<file path="config.mk">
export PLATFORM = sky130hd
export DESIGN_NAME = fourier_descriptor_normalizer
export DESIGN_NICKNAME = d
export VERILOG_FILES = /design/src/design/fdn_pkg.sv /design/src/design/fourier_descriptor_normalizer.sv /design/src/design/fdn_ctrl.sv /design/src/design/fdn_datapath.sv
export SDC_FILE = /design/constraint.sdc
export NUM_CORES = 2
export LEC_CHECK = 0
export BUFFER_PORTS_ARGS = -buffer_cell sky130_fd_sc_hd__buf_4
export CAP_MARGIN = 30
export CORE_MARGIN = 2
export CORE_UTILIZATION = 50
export CTS_BUF_LIST = sky130_fd_sc_hd__clkbuf_4 sky130_fd_sc_hd__clkbuf_8
export DETAILED_ROUTE_END_ITERATION = 10
export PLACE_DENSITY = 0.76
export SLEW_MARGIN = 25
export SYNTH_ARGS = -nofsm -noshare
export SYNTH_HDL_FRONTEND = slang
export SYNTH_SLANG_ARGS = --single-unit
</file>
<file path="constraint.sdc">
create_clock -name i_clk -period 8.3 [get_ports i_clk]
set_clock_uncertainty 0.05 [all_clocks]
set_input_delay 0.83 -clock i_clk [delete_from_list [all_inputs] [get_ports i_clk]]
set_output_delay 0.83 -clock i_clk [all_outputs]
set_load 0.01 [all_outputs]
</file>
<file path="src/design/fdn_pkg.sv">
// Shared constants and controller/datapath interface types for the
// Fourier descriptor normalizer. No dependencies.
package fdn_pkg;

    localparam int NUM_COEFS  = 64;
    localparam int IDX_W      = 12;
    localparam int COEF_W     = 16;
    localparam int DESC_W     = 16;
    localparam int FRAC_W     = 5;
    localparam int FRAC_RESET = 14;
    localparam int MAX_FRAC   = 16;
    localparam int PREC_BITS  = 30;
    localparam int RAD_W      = 32;
    localparam int ROOT_W     = 16;
    localparam int ROOT_ITERS = 16;
    localparam int REM_W      = ROOT_W + 3;
    localparam int FACTOR_W   = PREC_BITS + 1;
    localparam int DIV_ITERS  = FACTOR_W;
    localparam int ITER_W     = 5;
    localparam int SHIFT_W    = 5;

    typedef struct packed {
        logic load;
        logic square;
        logic sum;
        logic root_step;
        logic div_step;
        logic scale_err;
        logic scale_load;
        logic mul;
        logic out_load;
    } t_dp_cmd;

    typedef struct packed {
        logic idx_zero;
        logic idx_one;
        logic mag_zero;
        logic out_free;
    } t_dp_status;

endpackage

</file>
<file path="src/design/fourier_descriptor_normalizer.sv">
// Top level of the Fourier descriptor normalizer.
// Depends on fdn_pkg, fdn_ctrl and fdn_datapath.
//
// Coefficients of one contour enter on the input channel (i_in_valid,
// o_in_ready, i_coef_real, i_coef_imag) in index order, 64 per contour.
// Each transfer yields exactly one result on the output channel
// (o_out_valid, i_out_ready) carrying the descriptor, the index, a last
// flag on the final coefficient and a flag for a zero first harmonic.
// The configuration channel (i_cfg_valid, o_cfg_ready, i_cfg_data) sets
// frac_bits; it is always ready. The user must write it only while the
// block idles; the block itself does not enforce this. One item is
// processed at a time. Index 0 goes from the load straight to the output
// load; other indices pass square, sum, the 16-step square root, check and
// product first; index 1 with a nonzero magnitude adds the bit-serial scale
// division. The next item is taken once the result has entered the output
// register, so a result waiting for the receiver does not hold the input.
// When the receiver stalls with a result still pending, the controller
// waits in its done state until the output register frees up.
// Synchronous reset sets frac_bits to 14, the index to 0 and clears scale.
module fourier_descriptor_normalizer (
    input  logic                              i_clk,
    input  logic                              i_rst_n,
    input  logic                              i_cfg_valid,
    output logic                              o_cfg_ready,
    input  logic [fdn_pkg::FRAC_W-1:0]        i_cfg_data,
    input  logic                              i_in_valid,
    output logic                              o_in_ready,
    input  logic signed [fdn_pkg::COEF_W-1:0] i_coef_real,
    input  logic signed [fdn_pkg::COEF_W-1:0] i_coef_imag,
    output logic                              o_out_valid,
    input  logic                              i_out_ready,
    output logic [fdn_pkg::DESC_W-1:0]        o_descriptor,
    output logic [fdn_pkg::IDX_W-1:0]         o_coef_index,
    output logic                              o_last,
    output logic                              o_zero_scale
);

    fdn_pkg::t_dp_cmd    cmd;
    fdn_pkg::t_dp_status status;

    assign o_cfg_ready = 1'b1;

    fdn_ctrl u_ctrl (
        .i_clk      (i_clk),
        .i_rst_n    (i_rst_n),
        .i_in_valid (i_in_valid),
        .o_in_ready (o_in_ready),
        .i_status   (status),
        .o_cmd      (cmd)
    );

    fdn_datapath u_datapath (
        .i_clk        (i_clk),
        .i_rst_n      (i_rst_n),
        .i_cfg_valid  (i_cfg_valid),
        .i_cfg_data   (i_cfg_data),
        .i_coef_real  (i_coef_real),
        .i_coef_imag  (i_coef_imag),
        .i_cmd        (cmd),
        .o_status     (status),
        .o_out_valid  (o_out_valid),
        .i_out_ready  (i_out_ready),
        .o_descriptor (o_descriptor),
        .o_coef_index (o_coef_index),
        .o_last       (o_last),
        .o_zero_scale (o_zero_scale)
    );

endmodule

</file>
<file path="src/design/fdn_ctrl.sv">
// Sequencing state machine of the Fourier descriptor normalizer.
// Depends on fdn_pkg for the command and status types.
module fdn_ctrl (
    input  logic               i_clk,
    input  logic               i_rst_n,
    input  logic               i_in_valid,
    output logic               o_in_ready,
    input  fdn_pkg::t_dp_status i_status,
    output fdn_pkg::t_dp_cmd   o_cmd
);

    typedef enum logic [3:0] {
        S_IDLE,
        S_SQUARE,
        S_SUM,
        S_ROOT,
        S_CHECK,
        S_DIV,
        S_SCALE,
        S_MUL,
        S_DONE
    } t_state;

    t_state                       r_state, n_state;
    logic [fdn_pkg::ITER_W-1:0]   r_iter, n_iter;

    always_comb begin
        n_state = r_state;
        n_iter  = r_iter;
        o_cmd   = '0;
        unique case (r_state)
            S_IDLE: begin
                if (i_in_valid) begin
                    o_cmd.load = 1'b1;
                    n_state    = i_status.idx_zero ? S_DONE : S_SQUARE;
                end
            end
            S_SQUARE: begin
                o_cmd.square = 1'b1;
                n_state      = S_SUM;
            end
            S_SUM: begin
                o_cmd.sum = 1'b1;
                n_iter    = '0;
                n_state   = S_ROOT;
            end
            S_ROOT: begin
                o_cmd.root_step = 1'b1;
                n_iter          = r_iter + 1'b1;
                if (r_iter == fdn_pkg::ITER_W'(fdn_pkg::ROOT_ITERS - 1)) begin
                    n_state = S_CHECK;
                end
            end
            S_CHECK: begin
                n_iter = '0;
                if (i_status.idx_one && i_status.mag_zero) begin
                    o_cmd.scale_err = 1'b1;
                    n_state         = S_MUL;
                end else if (i_status.idx_one) begin
                    n_state = S_DIV;
                end else begin
                    n_state = S_MUL;
                end
            end
            S_DIV: begin
                o_cmd.div_step = 1'b1;
                n_iter         = r_iter + 1'b1;
                if (r_iter == fdn_pkg::ITER_W'(fdn_pkg::DIV_ITERS - 1)) begin
                    n_state = S_SCALE;
                end
            end
            S_SCALE: begin
                o_cmd.scale_load = 1'b1;
                n_state          = S_MUL;
            end
            S_MUL: begin
                o_cmd.mul = 1'b1;
                n_state   = S_DONE;
            end
            S_DONE: begin
                if (i_status.out_free) begin
                    o_cmd.out_load = 1'b1;
                    n_state        = S_IDLE;
                end
            end
            default: begin
                n_state = S_IDLE;
            end
        endcase
    end

    assign o_in_ready = (r_state == S_IDLE);

    always_ff @(posedge i_clk) begin
        if (!i_rst_n) begin
            r_state <= S_IDLE;
            r_iter  <= '0;
        end else begin
            r_state <= n_state;
            r_iter  <= n_iter;
        end
    end

endmodule

</file>
<file path="src/design/fdn_datapath.sv">
// Datapath of the Fourier descriptor normalizer: squares, square root,
// scale division, product, shift and output register. Depends on fdn_pkg.
module fdn_datapath (
    input  logic                              i_clk,
    input  logic                              i_rst_n,
    input  logic                              i_cfg_valid,
    input  logic [fdn_pkg::FRAC_W-1:0]        i_cfg_data,
    input  logic signed [fdn_pkg::COEF_W-1:0] i_coef_real,
    input  logic signed [fdn_pkg::COEF_W-1:0] i_coef_imag,
    input  fdn_pkg::t_dp_cmd                  i_cmd,
    output fdn_pkg::t_dp_status               o_status,
    output logic                              o_out_valid,
    input  logic                              i_out_ready,
    output logic [fdn_pkg::DESC_W-1:0]        o_descriptor,
    output logic [fdn_pkg::IDX_W-1:0]         o_coef_index,
    output logic                              o_last,
    output logic                              o_zero_scale
);

    localparam int DVD_W = fdn_pkg::PREC_BITS + 1;
    localparam int PROD_W = fdn_pkg::ROOT_W + fdn_pkg::FACTOR_W;

    logic [fdn_pkg::FRAC_W-1:0]   r_frac;
    logic [fdn_pkg::IDX_W-1:0]    r_idx;
    logic [fdn_pkg::FACTOR_W-1:0] r_factor;
    logic                         r_err;
    logic                         r_out_valid;

    logic [fdn_pkg::COEF_W-1:0]   r_ar, r_ai;
    logic [fdn_pkg::RAD_W-1:0]    r_sq_re, r_sq_im, r_rad;
    logic [fdn_pkg::REM_W-1:0]    r_rem;
    logic [fdn_pkg::ROOT_W-1:0]   r_root;
    logic [fdn_pkg::ROOT_W-1:0]   r_drem;
    logic [DVD_W-1:0]             r_dvd;
    logic [fdn_pkg::FACTOR_W-1:0] r_quot;
    logic [fdn_pkg::RAD_W-1:0]    r_prod;
    logic [fdn_pkg::DESC_W-1:0]   r_desc;
    logic [fdn_pkg::IDX_W-1:0]    r_out_idx;
    logic                         r_last;
    logic                         r_zs;

    logic [fdn_pkg::COEF_W-1:0]   abs_re, abs_im;
    logic [fdn_pkg::REM_W-1:0]    rem_shift, trial;
    logic                         root_ok;
    logic [fdn_pkg::ROOT_W:0]     div_try;
    logic                         div_ok;
    logic [PROD_W-1:0]            prod_full;
    logic [fdn_pkg::FRAC_W-1:0]   frac_sat;
    logic [fdn_pkg::SHIFT_W-1:0]  shift_amt;
    logic [fdn_pkg::RAD_W-1:0]    shifted;
    logic                         idx_last;

    assign abs_re = i_coef_real[fdn_pkg::COEF_W-1] ? (~i_coef_real + 1'b1) : i_coef_real;
    assign abs_im = i_coef_imag[fdn_pkg::COEF_W-1] ? (~i_coef_imag + 1'b1) : i_coef_imag;

    assign rem_shift = {r_rem[fdn_pkg::REM_W-3:0], r_rad[fdn_pkg::RAD_W-1 -: 2]};
    assign trial     = {1'b0, r_root, 2'b01};
    assign root_ok   = (trial <= rem_shift);

    assign div_try = {r_drem, r_dvd[DVD_W-1]};
    assign div_ok  = (div_try >= {1'b0, r_root});

    assign prod_full = PROD_W'(r_root) * PROD_W'(r_factor);

    assign frac_sat  = (r_frac > fdn_pkg::FRAC_W'(fdn_pkg::MAX_FRAC))
                       ? fdn_pkg::FRAC_W'(fdn_pkg::MAX_FRAC) : r_frac;
    assign shift_amt = fdn_pkg::SHIFT_W'(fdn_pkg::PREC_BITS) - fdn_pkg::SHIFT_W'(frac_sat);
    assign shifted   = r_prod >> shift_amt;

    assign idx_last = (r_idx == fdn_pkg::IDX_W'(fdn_pkg::NUM_COEFS - 1));

    assign o_status.idx_zero = (r_idx == '0);
    assign o_status.idx_one  = (r_idx == fdn_pkg::IDX_W'(1));
    assign o_status.mag_zero = (r_root == '0);
    assign o_status.out_free = !r_out_valid || i_out_ready;

    always_ff @(posedge i_clk) begin
        if (!i_rst_n) begin
            r_frac      <= fdn_pkg::FRAC_W'(fdn_pkg::FRAC_RESET);
            r_idx       <= '0;
            r_factor    <= '0;
            r_err       <= 1'b0;
            r_out_valid <= 1'b0;
        end else begin
            if (i_cfg_valid) begin
                r_frac <= i_cfg_data;
            end
            if (i_cmd.load && (r_idx == '0)) begin
                r_factor <= '0;
                r_err    <= 1'b0;
            end else if (i_cmd.scale_err) begin
                r_factor <= '0;
                r_err    <= 1'b1;
            end else if (i_cmd.scale_load) begin
                r_factor <= r_quot;
            end
            if (i_cmd.out_load) begin
                r_idx       <= idx_last ? '0 : r_idx + 1'b1;
                r_out_valid <= 1'b1;
            end else if (i_out_ready) begin
                r_out_valid <= 1'b0;
            end
        end
    end

    always_ff @(posedge i_clk) begin
        if (i_cmd.load) begin
            r_ar <= abs_re;
            r_ai <= abs_im;
        end
        if (i_cmd.square) begin
            r_sq_re <= fdn_pkg::RAD_W'(r_ar) * fdn_pkg::RAD_W'(r_ar);
            r_sq_im <= fdn_pkg::RAD_W'(r_ai) * fdn_pkg::RAD_W'(r_ai);
        end
        if (i_cmd.sum) begin
            r_rad  <= r_sq_re + r_sq_im;
            r_rem  <= '0;
            r_root <= '0;
            r_drem <= '0;
            r_quot <= '0;
            r_dvd  <= DVD_W'(1) << fdn_pkg::PREC_BITS;
        end
        if (i_cmd.root_step) begin
            r_rad  <= r_rad << 2;
            r_rem  <= root_ok ? (rem_shift - trial) : rem_shift;
            r_root <= {r_root[fdn_pkg::ROOT_W-2:0], root_ok};
        end
        if (i_cmd.div_step) begin
            r_dvd  <= r_dvd << 1;
            r_drem <= div_ok ? fdn_pkg::ROOT_W'(div_try - {1'b0, r_root})
                             : div_try[fdn_pkg::ROOT_W-1:0];
            r_quot <= {r_quot[fdn_pkg::FACTOR_W-2:0], div_ok};
        end
        if (i_cmd.mul) begin
            r_prod <= prod_full[fdn_pkg::RAD_W-1:0];
        end
        if (i_cmd.out_load) begin
            r_out_idx <= r_idx;
            r_last    <= idx_last;
            if (r_idx == '0) begin
                r_desc <= '0;
                r_zs   <= 1'b0;
            end else begin
                r_desc <= r_err ? '0 : shifted[fdn_pkg::DESC_W-1:0];
                r_zs   <= r_err;
            end
        end
    end

    assign o_out_valid  = r_out_valid;
    assign o_descriptor = r_desc;
    assign o_coef_index = r_out_idx;
    assign o_last       = r_last;
    assign o_zero_scale = r_zs;

endmodule

</file>
==> results.yml <==
grt:
  grt_overflow_total: 0
  grt_util_all_layers_pct: 22.2
  grt_max_degree: 66
  antenna_found_initial: 2
  grt_pass1_wl_um: 158000
  grt_pass1_vias: 32300
cts:
  clock_latency_ns: 0.68
  clockBufferDepth: 3
  path_clk_slew_ns: 0.07
  cts_made_buffers: 59
  cts_root_buffer: "clkbuf_8"
  cts_htree_levels: 2
  cts_tree: "built"
  postCtsSetupBuffers: 0
  cts_resized: 0
  cts_sinks: 328
  ctsHoldBuffers: 0
sta:
  fin_crit_sh_pct: 83.4
  slew_violations: 0
  setup_viol: 0
  slew-limit-headroom_pct: 34.2
  rsz0062_at_grt: "no"
  fmax_mhz: 144
  final_hold_viol_count: 0
  fin_tns_setup_ns: 0
  hold_slack_ns: 0.317
  setup_ws_ns: 1.37
  tightest_slew_ns: 0.987
  period_needed_ns: 6.93
placed_design:
  dp_hpwl_um: 72900
  post-place-ws_ns: 1.34
  place_area_um2: 44200
  io_buffer_count: 73
  gp_congestion: 0.910
die:
  die-area_um2: 87500
  ioPinCount: 75
  die_height_um: 296
  dieWidth_um: 296
  coreArea_um2: 84700
  row_count: 107
  initial_core_util_pct: 50.2
synth:
  yosysTopAreaCellShare_pct: 29.8
  syn_inst: 4498
  synth-adder-area-share_pct: 40.0
  synth_edf_count: 267
  synth.area.top_cells: "fa_1 (30%), edfxtp_1 (19%), ha_1 (10%), inv_1 (7.6%), nand2_1 (5.1%)"
  synthSimpleGateAreaFrac_pct: 14.6
  synth_largest_area_cell: "fa_1"
  synth_top_family_by_area: "adder cells"
  synth_cell_types: 81
  synth_nets: 5523
  yosys_warnings: 0
  synth_common_cells: "inv_1 (863), fa_1 (633), nand2_1 (584), ha_1 (350), edfxtp_1 (267)"
  yosysSeqAreaShare_pct: 21.7
  syn-cell-area_um2: 42600
  yosysMostFrequentCell: "inv_1"
  synth_area_per_cell_um2: 9.47
  synth_flop_cell: "edfxtp_1"
  muxShareOfSynthArea_pct: 2.42
  synth-compound-area-share_pct: 8.12
  synth-xor-area-share_pct: 3.93
  ys_seq_elements: 328
  ys_async_sr_fraction_pct: 0
setup_path:
  critPathLaunchType: "register"
  endpoint_kind: "register"
  crit_family: "adder cells"
  cp_slowest_stage_delay_ns: 0.69
  cp.required_ns: 8.67
  r2r_slack_ns: 1.37
  crit_type: "register to register"
  path_buf_inv: 5
  crit_chain: "buf_8, and2_1, fa_1, inv_1, fa_1, fa_1, inv_1, fa_1, fa_1, inv_1, fa_1, inv_1, ha_1, a21o_1, or3_1, a31oi_1, o31a_1, o31ai_1, a21oi_1, o2111ai_1, a21oi_1, xnor2_1"
  crit_slowest_cell: "edfxtp_1"
  arrival_ns: 7.30
  path_common_cell: "fa_1"
  path_max_fanout: 16
worst_hold_path:
  min_path_type: "input pin to register"
routing:
  vias_per_cell: 5.36
  drt-total-wl_um: 93600
  wl_met1_um: 38000
  wl_met2_um: 48200
  firstDrtPassIters: 7
  wl_met3_um: 4290
  drtAntennaViolNets: 0
  vias: 30500
  drt_iter0_drc: 1836
  top_layer: "met4"
  wire_per_inst_um: 16.4
  drcViolationCount: 0
status:
  status: "completed"
final_layout:
  drive_gt1_share_pct: 5.86
  synthToLayoutAreaGrowth_pct: 7.17
  final_nets: 5531
  finalInstanceArea_um2: 45600
  fill_cells: 7356
job:
  maxCapViolCount: 0
## layout make-up
cell class,count,area [um^2],area share (%)
multi-input cells,3135,29500,64.6
flip-flops and latches,328,9240,20.2
inverters,867,3250,7.13
well taps,1144,1430,3.14
clock buffers,85,1030,2.26
repair buffers,115,935,2.05
clock inverters,26,255,0.559
diodes,2,5.00,0.0110
## through the flow
stage,instances,util [%]
after floorplan,4498,-
after global placement,5575,52.1
after detailed placement,5578,52.2
after CTS,5689,53.7
after global routing,5702,53.8
final,5702,53.8
## worst register-to-register path, cell delays in order, from the launching register on
cell and delay [ns]:
edfxtp_1 0.69, buf_8 0.28, and2_1 0.19, fa_1 0.53
inv_1 0.05, fa_1 0.45, fa_1 0.51, inv_1 0.06
fa_1 0.49, fa_1 0.50, inv_1 0.06, fa_1 0.49
inv_1 0.06, ha_1 0.33, a21o_1 0.18, or3_1 0.30
a31oi_1 0.27, o31a_1 0.29, o31ai_1 0.13, a21oi_1 0.32
o2111ai_1 0.17, a21oi_1 0.19, xnor2_1 0.10
## placed cells by master (no fill, tap or decap), drive strengths merged, types with 18 or more instances in the layout
| master | netlist | routed |
|---|---|---|
| buf | 13 | 115 |
| inv | 865 | 866 |
| xnor2 | 138 | 138 |
| ha | 350 | 350 |
| nor3 | 42 | 42 |
| xor2 | 53 | 53 |
| fa | 633 | 633 |
| o21a | 30 | 30 |
| clkinv | 2 | 18 |
| nand2b | 26 | 26 |
| mux2i | 94 | 94 |
| nor2 | 216 | 216 |
| or3 | 19 | 19 |
| edfxtp | 267 | 267 |
| and2 | 264 | 264 |
| a21oi | 181 | 181 |
| a21o | 48 | 48 |
| o21ai | 92 | 92 |
| o31ai | 18 | 18 |
| o21bai | 18 | 18 |
| dfxtp | 61 | 61 |
| nor2b | 31 | 31 |
| and3 | 18 | 18 |
| nand3 | 50 | 50 |
| nand4 | 23 | 23 |
| a211oi | 29 | 29 |
| nand2 | 584 | 584 |
| clkbuf | 155 | 85 |
## flip-flops by register name (all words and copies together) (netlist names), 4 cells and up
signal,count
u_datapath.o_coef_index,12
u_datapath.r_factor,31
u_datapath.o_descriptor,16
u_datapath.r_ai,16
u_ctrl.r_state,4
u_datapath.r_ar,16
u_datapath.r_rad,32
u_datapath.r_prod,32
u_datapath.r_sq_re,31
u_ctrl.r_iter,5
u_datapath.r_frac,5
u_datapath.r_idx,12
u_datapath.r_quot,31
u_datapath.r_rem,17
u_datapath.r_sq_im,31
u_datapath.r_root,16
u_datapath.r_drem,16
## logic make-up after synthesis
group / count (synthesis)
and+or+nand+nor: 1324
buffers and inverters: 1035
adders and majority gates: 983
AOI/OAI and AO/OA: 536
DFF: 328
xor gates and xnor gates: 191
muxes: 100
other: 1
## worst paths after layout
check,start,to,cells after the start
min reg2reg,u_datapath.r_rad[0],u_datapath.r_rad[0],2
max reg2reg,u_datapath.r_root[4],u_datapath.r_prod[31],22
min,i_cfg_data[3],u_datapath.r_frac[3],3
max,u_datapath.r_root[4],u_datapath.r_prod[31],22
## routing by layer
metal | GRT usage, % | up-vias
met3 | 2.36 | 219
li1 | - | 14300
met4 | 8.11 | 0
met5 | 0 | -
met2 | 40.1 | 809
met1 | 27.5 | 15200
Power is not shown: default switching activity piles up to over one toggle a cycle in this logic, so the estimate is an artifact.
